==> config.mk <==
export PLATFORM = sky130hd
export DESIGN_NAME = one_wire_temperature_reader_top
export DESIGN_NICKNAME = d
export VERILOG_FILES = /design/src/hw/rtl/owr_pkg.sv /design/src/hw/rtl/one_wire_temperature_reader_top.sv /design/src/hw/rtl/owr_cfg.sv
export SDC_FILE = /design/constraint.sdc
export NUM_CORES = 1
export LEC_CHECK = 0
export BUFFER_PORTS_ARGS = -buffer_cell sky130_fd_sc_hd__buf_2
export CAP_MARGIN = 30
export CORE_MARGIN = 2
export CORE_UTILIZATION = 60
export CTS_CLUSTER_DIAMETER = 100
export DETAILED_ROUTE_END_ITERATION = 7
export PLACE_DENSITY = 0.84
export RECOVER_POWER = 50
export SLEW_MARGIN = 5
export SYNTH_ARGS = -nofsm -noshare
export SYNTH_HDL_FRONTEND = slang
export SYNTH_SLANG_ARGS = --single-unit
==> constraint.sdc <==
create_clock -name clock -period 6.8 [get_ports clock]
set_input_delay 1.7 -clock clock [delete_from_list [all_inputs] [get_ports clock]]
set_output_delay 1.7 -clock clock [all_outputs]
set_load 0.1 [all_outputs]
==> src/hw/rtl/owr_pkg.sv <==
`default_nettype none

package owr_pkg;

   // Widths of the configuration registers
   localparam int RstLowW   = 12;
   localparam int PresWaitW = 10;
   localparam int RstRecW   = 12;
   localparam int ShortLowW = 4;
   localparam int SlotW     = 8;
   localparam int GapW      = 16;
   localparam int ConvW     = 20;
   localparam int DurW      = 20;   // widest duration
   localparam int CsrIdxW   = 3;
   localparam int CsrDataW  = 20;

   localparam int TickCountBitsDef = 20;

   // Register indexes
   localparam logic [CsrIdxW-1:0] REG_RST_LOW   = 3'd0;
   localparam logic [CsrIdxW-1:0] REG_PRES_WAIT = 3'd1;
   localparam logic [CsrIdxW-1:0] REG_RST_REC   = 3'd2;
   localparam logic [CsrIdxW-1:0] REG_SHORT_LOW = 3'd3;
   localparam logic [CsrIdxW-1:0] REG_SLOT      = 3'd4;
   localparam logic [CsrIdxW-1:0] REG_GAP       = 3'd5;
   localparam logic [CsrIdxW-1:0] REG_CONV      = 3'd6;

   // Register reset values
   localparam logic [RstLowW-1:0]   RST_LOW_DEF   = 12'd480;
   localparam logic [PresWaitW-1:0] PRES_WAIT_DEF = 10'd80;
   localparam logic [RstRecW-1:0]   RST_REC_DEF   = 12'd400;
   localparam logic [ShortLowW-1:0] SHORT_LOW_DEF = 4'd1;
   localparam logic [SlotW-1:0]     SLOT_DEF      = 8'd50;
   localparam logic [GapW-1:0]      GAP_DEF       = 16'd1000;
   localparam logic [ConvW-1:0]     CONV_DEF      = 20'd800000;

   // 1-Wire ROM and function commands
   localparam logic [7:0] CMD_SKIP_ROM = 8'hCC;
   localparam logic [7:0] CMD_CONVERT  = 8'h44;
   localparam logic [7:0] CMD_READ_SP  = 8'hBE;

   typedef struct packed {
      logic [RstLowW-1:0]   rst_low;
      logic [PresWaitW-1:0] pres_wait;
      logic [RstRecW-1:0]   rst_rec;
      logic [ShortLowW-1:0] short_low;
      logic [SlotW-1:0]     slot;
      logic [GapW-1:0]      gap;
      logic [ConvW-1:0]     conv;
   } cfg_type;

   // Command byte sent for each of the four write steps
   function automatic logic [7:0] cmd_byte(input logic [1:0] step);
      logic [7:0] b;
      case (step)
         2'd0:    b = CMD_SKIP_ROM;
         2'd1:    b = CMD_CONVERT;
         2'd2:    b = CMD_SKIP_ROM;
         default: b = CMD_READ_SP;
      endcase
      return b;
   endfunction

endpackage

`default_nettype wire

==> src/hw/rtl/one_wire_temperature_reader_top.sv <==
// Channel | Dir | Beat fields
// req_    | in  | tdata[0] start_req, tdata[1] line_level
// rsp_    | out | tdata[0] drive_low, [1] busy_res, [2] done_res,
//         |     | [3] presence_seen, [19:4] temperature_raw
// csr_    | in  | csr_index register number, csr_wdata value
//
// Each req beat is one bus tick; the sequencer state advances on the beat
// and its response is registered into the output register on the same clock edge.
// One beat per clock is sustained while rsp_tready holds; the output register is the only stage.
// A new req beat is taken while the held response drains (rsp_tready).
// Reset is synchronous; it restores the register defaults and idles the bus.
`default_nettype none

module one_wire_temperature_reader_top
   import owr_pkg::*;
#(
   parameter int TICK_COUNT_BITS = TickCountBitsDef
)
(
   input  wire logic                clock,
   input  wire logic                reset,
   input  wire logic                req_tvalid,
   output logic                     req_tready,
   input  wire logic [7:0]          req_tdata,   // start_req, line_level
   output logic                     rsp_tvalid,
   input  wire logic                rsp_tready,
   output logic [23:0]              rsp_tdata,   // drive_low, busy_res, done_res,
                                                 // presence_seen, temperature_raw
   input  wire logic                csr_valid,
   output logic                     csr_ready,
   input  wire logic [CsrIdxW-1:0]  csr_index,
   input  wire logic [CsrDataW-1:0] csr_wdata
);

   localparam int TcW  = TICK_COUNT_BITS;
   localparam int CmpW = (TcW > DurW) ? TcW : DurW;

   // Phase codes
   localparam logic [3:0] PH_IDLE     = 4'd0;
   localparam logic [3:0] PH_RST_LOW  = 4'd1;
   localparam logic [3:0] PH_RST_WAIT = 4'd2;
   localparam logic [3:0] PH_RST_REC  = 4'd3;
   localparam logic [3:0] PH_GAP      = 4'd4;
   localparam logic [3:0] PH_WR_LOW   = 4'd5;
   localparam logic [3:0] PH_WR_TAIL  = 4'd6;
   localparam logic [3:0] PH_RD_LOW   = 4'd7;
   localparam logic [3:0] PH_RD_TAIL  = 4'd8;
   localparam logic [3:0] PH_RECOV    = 4'd9;
   localparam logic [3:0] PH_CONV     = 4'd10;

   cfg_type cfg;

   owr_cfg u_cfg (
      .clock     (clock),
      .reset     (reset),
      .csr_valid (csr_valid),
      .csr_ready (csr_ready),
      .csr_index (csr_index),
      .csr_wdata (csr_wdata),
      .cfg       (cfg)
   );

   logic [3:0]     phase_ff, phase_in;
   logic [TcW-1:0] tick_ff, tick_in;
   logic [2:0]     bit_ff, bit_in;
   logic [2:0]     step_ff, step_in;
   logic [7:0]     shift_ff, shift_in;
   logic [7:0]     low_ff, low_in;
   logic [15:0]    word_ff, word_in;
   logic           pres_ff, pres_in;
   logic           rsp_valid_ff;
   logic [23:0]    rsp_data_ff;

   logic           accept;
   logic           start_req, line_level;
   logic           cur_bit, drive, busy, done_now;
   logic [DurW-1:0] dur_sel, lim;
   logic [CmpW-1:0] lim_ext, lim_clamp, cnt_max;
   logic           hit;
   logic [TcW-1:0] tick_next;
   logic           go_byte, go_slot;

   assign req_tready = !rsp_valid_ff || rsp_tready;
   assign accept     = req_tvalid && req_tready;
   assign start_req  = req_tdata[0];
   assign line_level = req_tdata[1];
   assign cur_bit    = shift_ff[bit_ff];

   // Duration for the running phase
   always_comb begin
      case (phase_ff)
         PH_RST_LOW:  dur_sel = DurW'(cfg.rst_low);
         PH_RST_WAIT: dur_sel = DurW'(cfg.pres_wait);
         PH_RST_REC:  dur_sel = DurW'(cfg.rst_rec);
         PH_GAP:      dur_sel = DurW'(cfg.gap);
         PH_WR_LOW:   dur_sel = cur_bit ? DurW'(cfg.short_low) : DurW'(cfg.slot);
         PH_WR_TAIL:  dur_sel = DurW'(cfg.slot);
         PH_RD_LOW:   dur_sel = DurW'(cfg.short_low);
         PH_RD_TAIL:  dur_sel = DurW'(cfg.slot);
         PH_CONV:     dur_sel = cfg.conv;
         default:     dur_sel = '0;
      endcase
   end

   // Tick timer: zero acts as one tick, limit clamps at counter max
   always_comb begin
      lim       = (dur_sel != '0) ? dur_sel - DurW'(1) : '0;
      lim_ext   = CmpW'(lim);
      cnt_max   = CmpW'({TcW{1'b1}});
      lim_clamp = (lim_ext > cnt_max) ? cnt_max : lim_ext;
      hit       = CmpW'(tick_ff) >= lim_clamp;
      tick_next = hit ? '0 : tick_ff + TcW'(1);
   end

   // Sequencer next state
   always_comb begin
      phase_in = phase_ff;
      tick_in  = tick_ff;
      bit_in   = bit_ff;
      step_in  = step_ff;
      shift_in = shift_ff;
      low_in   = low_ff;
      word_in  = word_ff;
      pres_in  = pres_ff;
      done_now = 1'b0;
      go_byte  = 1'b0;
      go_slot  = 1'b0;
      drive    = (phase_ff == PH_RST_LOW) || (phase_ff == PH_WR_LOW) ||
                 (phase_ff == PH_RD_LOW);
      busy     = (phase_ff != PH_IDLE);

      case (phase_ff)
         PH_IDLE: begin
            if (start_req) begin
               step_in  = 3'd0;
               phase_in = PH_RST_LOW;
               tick_in  = '0;
            end
         end
         PH_RST_LOW: begin
            tick_in = tick_next;
            if (hit) phase_in = PH_RST_WAIT;
         end
         PH_RST_WAIT: begin
            tick_in = tick_next;
            if (hit) begin
               pres_in  = !line_level;
               phase_in = PH_RST_REC;
            end
         end
         PH_RST_REC: begin
            tick_in = tick_next;
            if (hit) begin
               if (cfg.gap != '0) phase_in = PH_GAP;
               else go_byte = 1'b1;
            end
         end
         PH_GAP: begin
            tick_in = tick_next;
            if (hit) go_byte = 1'b1;
         end
         PH_WR_LOW: begin
            tick_in = tick_next;
            if (hit) phase_in = cur_bit ? PH_WR_TAIL : PH_RECOV;
         end
         PH_WR_TAIL: begin
            tick_in = tick_next;
            if (hit) phase_in = PH_RECOV;
         end
         PH_RD_LOW: begin
            tick_in = tick_next;
            if (hit) phase_in = PH_RD_TAIL;
         end
         PH_RD_TAIL: begin
            // sample on the first released tick
            if (tick_ff == '0 && line_level) shift_in[bit_ff] = 1'b1;
            tick_in = tick_next;
            if (hit) phase_in = PH_RECOV;
         end
         PH_RECOV: begin
            tick_in = '0;
            if (bit_ff == 3'd7) begin
               // end of byte
               case (step_ff)
                  3'd0, 3'd2, 3'd3: begin
                     step_in = step_ff + 3'd1;
                     go_byte = 1'b1;
                  end
                  3'd1: begin
                     phase_in = PH_CONV;
                  end
                  3'd4: begin
                     low_in  = shift_ff;
                     step_in = 3'd5;
                     go_byte = 1'b1;
                  end
                  3'd5: begin
                     word_in  = {shift_ff, low_ff};
                     done_now = 1'b1;
                     step_in  = 3'd0;
                     phase_in = PH_IDLE;
                  end
                  default: begin
                     step_in  = 3'd0;
                     phase_in = PH_IDLE;
                  end
               endcase
            end else begin
               bit_in  = bit_ff + 3'd1;
               go_slot = 1'b1;
            end
         end
         PH_CONV: begin
            tick_in = tick_next;
            if (hit) begin
               step_in  = 3'd2;
               phase_in = PH_RST_LOW;
            end
         end
         default: begin
            phase_in = PH_IDLE;
            tick_in  = '0;
            step_in  = 3'd0;
         end
      endcase

      // Byte start loads the command (or clears for a read), then a slot
      if (go_byte) begin
         bit_in   = 3'd0;
         shift_in = (step_in < 3'd4) ? cmd_byte(step_in[1:0]) : 8'h00;
      end
      if (go_byte || go_slot) begin
         phase_in = (step_in >= 3'd4) ? PH_RD_LOW : PH_WR_LOW;
         tick_in  = '0;
      end
   end

   // State registers, advanced once per accepted beat
   always_ff @(posedge clock) begin
      if (reset) begin
         phase_ff <= PH_IDLE;
         tick_ff  <= '0;
         bit_ff   <= '0;
         step_ff  <= '0;
         shift_ff <= '0;
         low_ff   <= '0;
         word_ff  <= '0;
         pres_ff  <= 1'b0;
      end else if (accept) begin
         phase_ff <= phase_in;
         tick_ff  <= tick_in;
         bit_ff   <= bit_in;
         step_ff  <= step_in;
         shift_ff <= shift_in;
         low_ff   <= low_in;
         word_ff  <= word_in;
         pres_ff  <= pres_in;
      end
   end

   // Output register
   always_ff @(posedge clock) begin
      if (reset) begin
         rsp_valid_ff <= 1'b0;
      end else if (accept) begin
         rsp_valid_ff <= 1'b1;
      end else if (rsp_tready) begin
         rsp_valid_ff <= 1'b0;
      end
   end

   always_ff @(posedge clock) begin
      if (accept) begin
         rsp_data_ff <= {4'd0, word_in, pres_in, done_now, busy, drive};
      end
   end

   assign rsp_tvalid = rsp_valid_ff;
   assign rsp_tdata  = rsp_data_ff;

endmodule

`default_nettype wire

==> src/hw/rtl/owr_cfg.sv <==
`default_nettype none

module owr_cfg
   import owr_pkg::*;
(
   input  wire logic                clock,
   input  wire logic                reset,
   input  wire logic                csr_valid,
   output logic                     csr_ready,
   input  wire logic [CsrIdxW-1:0]  csr_index,
   input  wire logic [CsrDataW-1:0] csr_wdata,
   output cfg_type                  cfg
);

   cfg_type cfg_ff, cfg_in;

   assign csr_ready = 1'b1;
   assign cfg       = cfg_ff;

   // Register write decode, value masked to register width
   always_comb begin
      cfg_in = cfg_ff;
      if (csr_valid) begin
         case (csr_index)
            REG_RST_LOW:   cfg_in.rst_low   = csr_wdata[RstLowW-1:0];
            REG_PRES_WAIT: cfg_in.pres_wait = csr_wdata[PresWaitW-1:0];
            REG_RST_REC:   cfg_in.rst_rec   = csr_wdata[RstRecW-1:0];
            REG_SHORT_LOW: cfg_in.short_low = csr_wdata[ShortLowW-1:0];
            REG_SLOT:      cfg_in.slot      = csr_wdata[SlotW-1:0];
            REG_GAP:       cfg_in.gap       = csr_wdata[GapW-1:0];
            REG_CONV:      cfg_in.conv      = csr_wdata[ConvW-1:0];
            default:       cfg_in = cfg_ff;
         endcase
      end
   end

   always_ff @(posedge clock) begin
      if (reset) begin
         cfg_ff.rst_low   <= RST_LOW_DEF;
         cfg_ff.pres_wait <= PRES_WAIT_DEF;
         cfg_ff.rst_rec   <= RST_REC_DEF;
         cfg_ff.short_low <= SHORT_LOW_DEF;
         cfg_ff.slot      <= SLOT_DEF;
         cfg_ff.gap       <= GAP_DEF;
         cfg_ff.conv      <= CONV_DEF;
      end else begin
         cfg_ff <= cfg_in;
      end
   end

endmodule

`default_nettype wire
# After elaboration in Yosys (flattened, before gate mapping)
# Cells that the tools add are included.
# W data, S select, Z words.
# totals
ff_bits,166
input_bits,36
output_inout_bits,27
elab_cells,162
# classes
add_sub_neg,4
n_lt_le_gt_ge,6
n_eq_ne,37
n_mux,56
bitwise,1
reduce_logical,40
# op_table
operator,n
$pmux W20 S8,1
$mux W20,5
$mux W16,3
$mux W4,12
$mux W8,5
$pmux W20 S2,1
$pmux W4 S10,1
$ne A3 B3 Y1 const B,7
$add A20 B1 Y20 const B,1
$ge A20 B20 Y1,1
$gt A20 B20 Y1 const B,1
$logic_not A20 Y1,1
$reduce_bool A20 Y1,1
$sub A20 B1 Y20 const B,1
$eq A3 B3 Y1 const B,6
$mux W3,6
$reduce_and A2 Y1,9
$eq A4 B3 Y1 const B,4
$pmux W8 S2,1
$reduce_bool A16 Y1,1
$mux W1,14
$reduce_and A13 Y1,1
$eq A3 B2 Y1 const B,4
$eq A4 B4 Y1 const B,3
36 further kinds,54

# Longest topological paths before layout
# logic_depth
depth_word,16
mapped_depth,22

# Cells and area by module
# Synthesis repeated with hierarchy kept, for this count alone.
# unflattened
cells_unflattened,1042
hier_area_um2,9339.0
# modules_own_cells
module,n_inst,cells_each,area_each_um2,seq_area_each_um2
one_wire_temperature_reader_top,1,725,6015.8,1881.8
owr_cfg,1,317,3323.2,1641.6

# Worst setup path after synthesis
# OpenSTA, ideal clock, no wires.
# synth_path
kind,reg2reg
from,register phase_ff[2]
to,register tick_ff[0]
setup_time_ps,65
t_arrival_ps,5231
t_required_ps,6735
setup_slack_ps,1504
path_stages_with_launch,22
n_path_buf,4
cell_sequence,dfxtp_1 -> buf_2 -> clkbuf_1 -> mux2_2 -> a22o_1 -> a221oi_1 -> o211a_1 -> ha_1 -> clkbuf_1 -> inv_1 -> or4b_1 -> nor3_1 -> mux2_1 -> ha_1 -> nand4_1 -> nor3_1 -> a221oi_1 -> nand3_1 -> o21a_1 -> or2_2 -> clkbuf_1 -> nor2_1
# synth_between
elab_chain_len,13
# synth_lines
element,line_no,text
"start, declared",one_wire_temperature_reader_top.sv:63,"logic [3:0] phase_ff, phase_in;"
"start signal, assigned",one_wire_temperature_reader_top.sv:250,phase_ff <= phase_in;
$eq A4 B4 Y1 / $eq A4 B3 Y1 (equally long branches),"one_wire_temperature_reader_top.sv:91, one_wire_temperature_reader_top.sv:132",
$reduce_or A2 Y1 (no line),n/a,
$pmux W20 S8,one_wire_temperature_reader_top.sv:91,case (phase_ff)
$sub A20 B1 Y20 / $reduce_bool A20 Y1 (equally long branches),one_wire_temperature_reader_top.sv:107,lim = (dur_sel != '0) ? dur_sel - DurW'(1) : '0;
$mux W20,one_wire_temperature_reader_top.sv:107,
$gt A20 B20 Y1,one_wire_temperature_reader_top.sv:110,lim_clamp = (lim_ext > cnt_max) ? cnt_max : lim_ext;
$mux W20,one_wire_temperature_reader_top.sv:110,
$ge A20 B20 Y1,one_wire_temperature_reader_top.sv:111,hit = CmpW'(tick_ff) >= lim_clamp;
"$mux W1, on equally long branches","one_wire_temperature_reader_top.sv:160, one_wire_temperature_reader_top.sv:153",
$pmux W1 S3,one_wire_temperature_reader_top.sv:132,case (phase_ff)
$logic_or A1 B1 Y1,one_wire_temperature_reader_top.sv:232,if (go_byte || go_slot) begin
$ne A3 B3 Y1 (no line),n/a,
$reduce_and A2 Y1 (no line),n/a,
"end signal, assigned",one_wire_temperature_reader_top.sv:251,tick_ff <= tick_in;
"end, declared",one_wire_temperature_reader_top.sv:64,"logic [TcW-1:0] tick_ff, tick_in;"
# Several ways; a longest one is shown, not always the timed one.
# A chain may end at the register's enable or synchronous reset.

# Worst setup path after layout
# layout_path
from,register phase_ff[0]
to,register tick_ff[4]
# The elaborated chain is that of the path after synthesis.

==> flow_metrics.env <==
export IMPL_p_int_mw=1.71
export IMPL_grt_pass1_vias=7593
export IMPL_final_cells=1307
export IMPL_yosys_area_top_type_share=0.328
export IMPL_synth_edf_count=20
export IMPL_final_net_count=1176
export IMPL_tritoncts="built"
export IMPL_fp_dieH_um=126
export IMPL_routed_via_density=6.28
export IMPL_overflow=0
export IMPL_yosys_register_bits=166
export IMPL_hold_slack_ps=453
export IMPL_core_area_sq_um=14500
export IMPL_start_util=0.613
export IMPL_portBuffers=51
export IMPL_htreeDepth=4
export IMPL_cap_violations=1
export IMPL_clock_latency_ps=440
export IMPL_clk_pin_slew_worst_paths_ps=70
export IMPL_cts_setup_buffers=0
export IMPL_max_stage_delay_ps=690
export IMPL_wl_per_cell_um=17.3
export IMPL_antenna_found_initial=0
export IMPL_critPathRequiredTime_ps=7160
export IMPL_p_switching_mw=0.865
export IMPL_synthToLayoutAreaGrowth_pct=9.31
export IMPL_critical_path_arrival_ps=6490
export IMPL_ys_warn_count=0
export IMPL_cts_buffers_inserted=17
export IMPL_wirelength_um=22600
export IMPL_ir_drop_uv=249
export IMPL_violations="capacitance limit, slew limit"
export IMPL_vias=8202
export IMPL_clkPwrFrac=0.352
export IMPL_ant_nets=0
export IMPL_cts_resized=0
export IMPL_drt_pass1_iterations=5
export IMPL_setup_tns_ps=0
export IMPL_yosysSeqAreaShare=0.395
export IMPL_placedCellCount=1274
export IMPL_synth_cell_types=88
export IMPL_max_freq_ghz=0.163
export IMPL_multiInputGateArea_sq_um=5010
export IMPL_drt_iter0_drc=707
export IMPL_setup_violations=0
export IMPL_power_mw=2.57
export IMPL_critPathKind="reg -> reg"
export IMPL_finalClockSkew_ps=13.9
export IMPL_min_period_ps=6130
export IMPL_seq_area_sq_um=3520
export IMPL_die_w_um=126
export IMPL_hp_class="reg -> reg"
export IMPL_std_cell_rows=44
export IMPL_n_fill_cell=1213
export IMPL_hold_violations=0
export IMPL_ys_top_cells_by_area="dfxtp_1 (33%), nand2_1 (8.5%), edfxtp_1 (6.7%)"
export IMPL_tightest_slew_ps=1490
export IMPL_slew_headroom=-0.00108
export IMPL_root_buffer="clkbuf_16"
export IMPL_antenna_cells=0
export IMPL_ioPinCount=63
export IMPL_place_congestion=0.929
export IMPL_comb_power_share=0.238
export IMPL_grt_pass1_wl_um=37800
export IMPL_clock_sinks=166
export IMPL_die_area_sq_um=15800
export IMPL_synthFlopType="dfxtp_1"
export IMPL_syn_inst=1089
export IMPL_fin_crit_sh=0.901
export IMPL_pwr_share_seq=0.409
export IMPL_dp_hpwl_um=15900
export IMPL_grt_max_degree=99
export IMPL_final_common_cell="nand2_1"
export IMPL_setup_worst_path_end_class="flip-flop"
export IMPL_mostFrequentLayoutCells="nand2_1 (202), dfxtp_1 (146), nor2_1 (111), a21oi_1 (89), nand3_1 (44)"
export IMPL_start_kind="flip-flop"
export IMPL_drive_gt1_frac=0.101
export IMPL_sw_frac_of_total=0.336
export IMPL_leakage_nw=3.69
export IMPL_cts_max_path_buffers=2
export IMPL_drcViolationCount=0
export IMPL_synth_async_reset_ratio=0
export IMPL_p_per_area_nw_per_um2=264
export IMPL_critPathSlowestCell="dfxtp_1"
export IMPL_syn_area_sq_um=8910
export IMPL_rsz0062_at_grt="false"
export IMPL_syn_area_per_cell_sq_um=8.18
export IMPL_outcome="finished, violations left"
export IMPL_grtUsageTotal=0.289
export IMPL_drv_slew=1
export IMPL_synth_top_area_cell="dfxtp_1"
export IMPL_crit_fanout=26
export IMPL_crit_path_cell_trace="buf_4, nand3b_1, a21oi_1, or4b_1, a311oi_2, ha_1, inv_1, or4b_1, nor3_1, mux2_1, ha_1, nand4_1, nor3_1, a221oi_1, nand3_1, o21a_1, or2_2, nor2_1"
export IMPL_hold_buffers=0
[sequential cells by signal, summed over array words and instances (netlist names), 3 cells and up]
name       flops
u_cfg.cfg     82
rsp_tdata     20
tick_ff       20
word_ff       16
low_ff         8
shift_ff       8
phase_ff       4
bit_ff         3
step_ff        3
[critical path, delay by kind of cell, from the launching register on]
kind            cells  cell delay [ps]
compound gates      4             1260
fa+ha+maj           2              690
buf+inv             2              520
flops               1              690
mux                 1              350
simple gates        9             2520
[per-stage QoR]
stage           util  area (sq um)  worst slack [ps]
6_report       0.670          9740               675
5_1_grt        0.670          9740               225
4_1_cts        0.672          9770               746
3_5_place_dp   0.635          9230               780
3_3_place_gp   0.632          9190               881
2_1_floorplan      -          8920              1500
[worst paths after layout]
kind	from	to	slack (ps)	cells after the start
max reg2reg	phase_ff[0]	tick_ff[4]	670	18
min reg2reg	u_cfg.cfg[63]	u_cfg.cfg[63]	450	2
max	phase_ff[0]	tick_ff[4]	670	18
min	u_cfg.cfg[63]	u_cfg.cfg[63]	450	2
[power groups by stage]
stage / sequential [mW] / clock (mW) / combinational, mW
floorplan: 1.13 / 0 / 0.420
global placement: 1.07 / 0 / 0.589
detailed placement: 1.07 / 0 / 0.607
CTS: 1.05 / 0.914 / 0.610
global route: 1.06 / 0.954 / 0.675
finish: 1.05 / 0.907 / 0.614
[layout make-up]
class / count / area share
Sequential cell: 166 / 0.362
Clock inverter: 14 / 0.0121
Clock buffer: 18 / 0.0441
Tap cell: 184 / 0.0236
Inverter: 19 / 0.00732
Timing Repair Buffer: 67 / 0.0369
Multi-Input combinational cell: 839 / 0.514
[per-layer routing]
| metal | routed length, um | global-route usage |
|---|---|---|
| met1 | 9580 | 0.384 |
| met2 | 10700 | 0.467 |
| met4 | 709 | 0.129 |
| met5 | 0 | 0 |
| met3 | 1650 | 0.0497 |
[cell families after synthesis]
| family | count (synthesis) | share of synthesized area |
|---|---|---|
| XOR/XNOR | 21 | 0.0206 |
| AO/OA/AOI/OAI | 222 | 0.165 |
| other | 2 | 0.000843 |
| multiplexers | 49 | 0.0576 |
| AND/OR/NAND/NOR | 512 | 0.274 |
| flip-flops | 166 | 0.395 |
| adder cells (fa/ha/maj) | 30 | 0.0421 |
| buffers and inverters | 87 | 0.0444 |
[cells in the mapped netlist, drive strengths merged (15+ instances only)]
| cell | number |
|---|---|
| nand3 | 44 |
| nor2 | 111 |
| a21oi | 89 |
| edfxtp | 20 |
| nand4 | 20 |
| nand2 | 202 |
| nor3 | 34 |
| mux2i | 34 |
| buf | 29 |
| ha | 30 |
| inv | 19 |
| clkbuf | 39 |
| dfxtp | 146 |
| o21ai | 29 |
| mux2 | 15 |
Power figures use the tool's default switching activity.
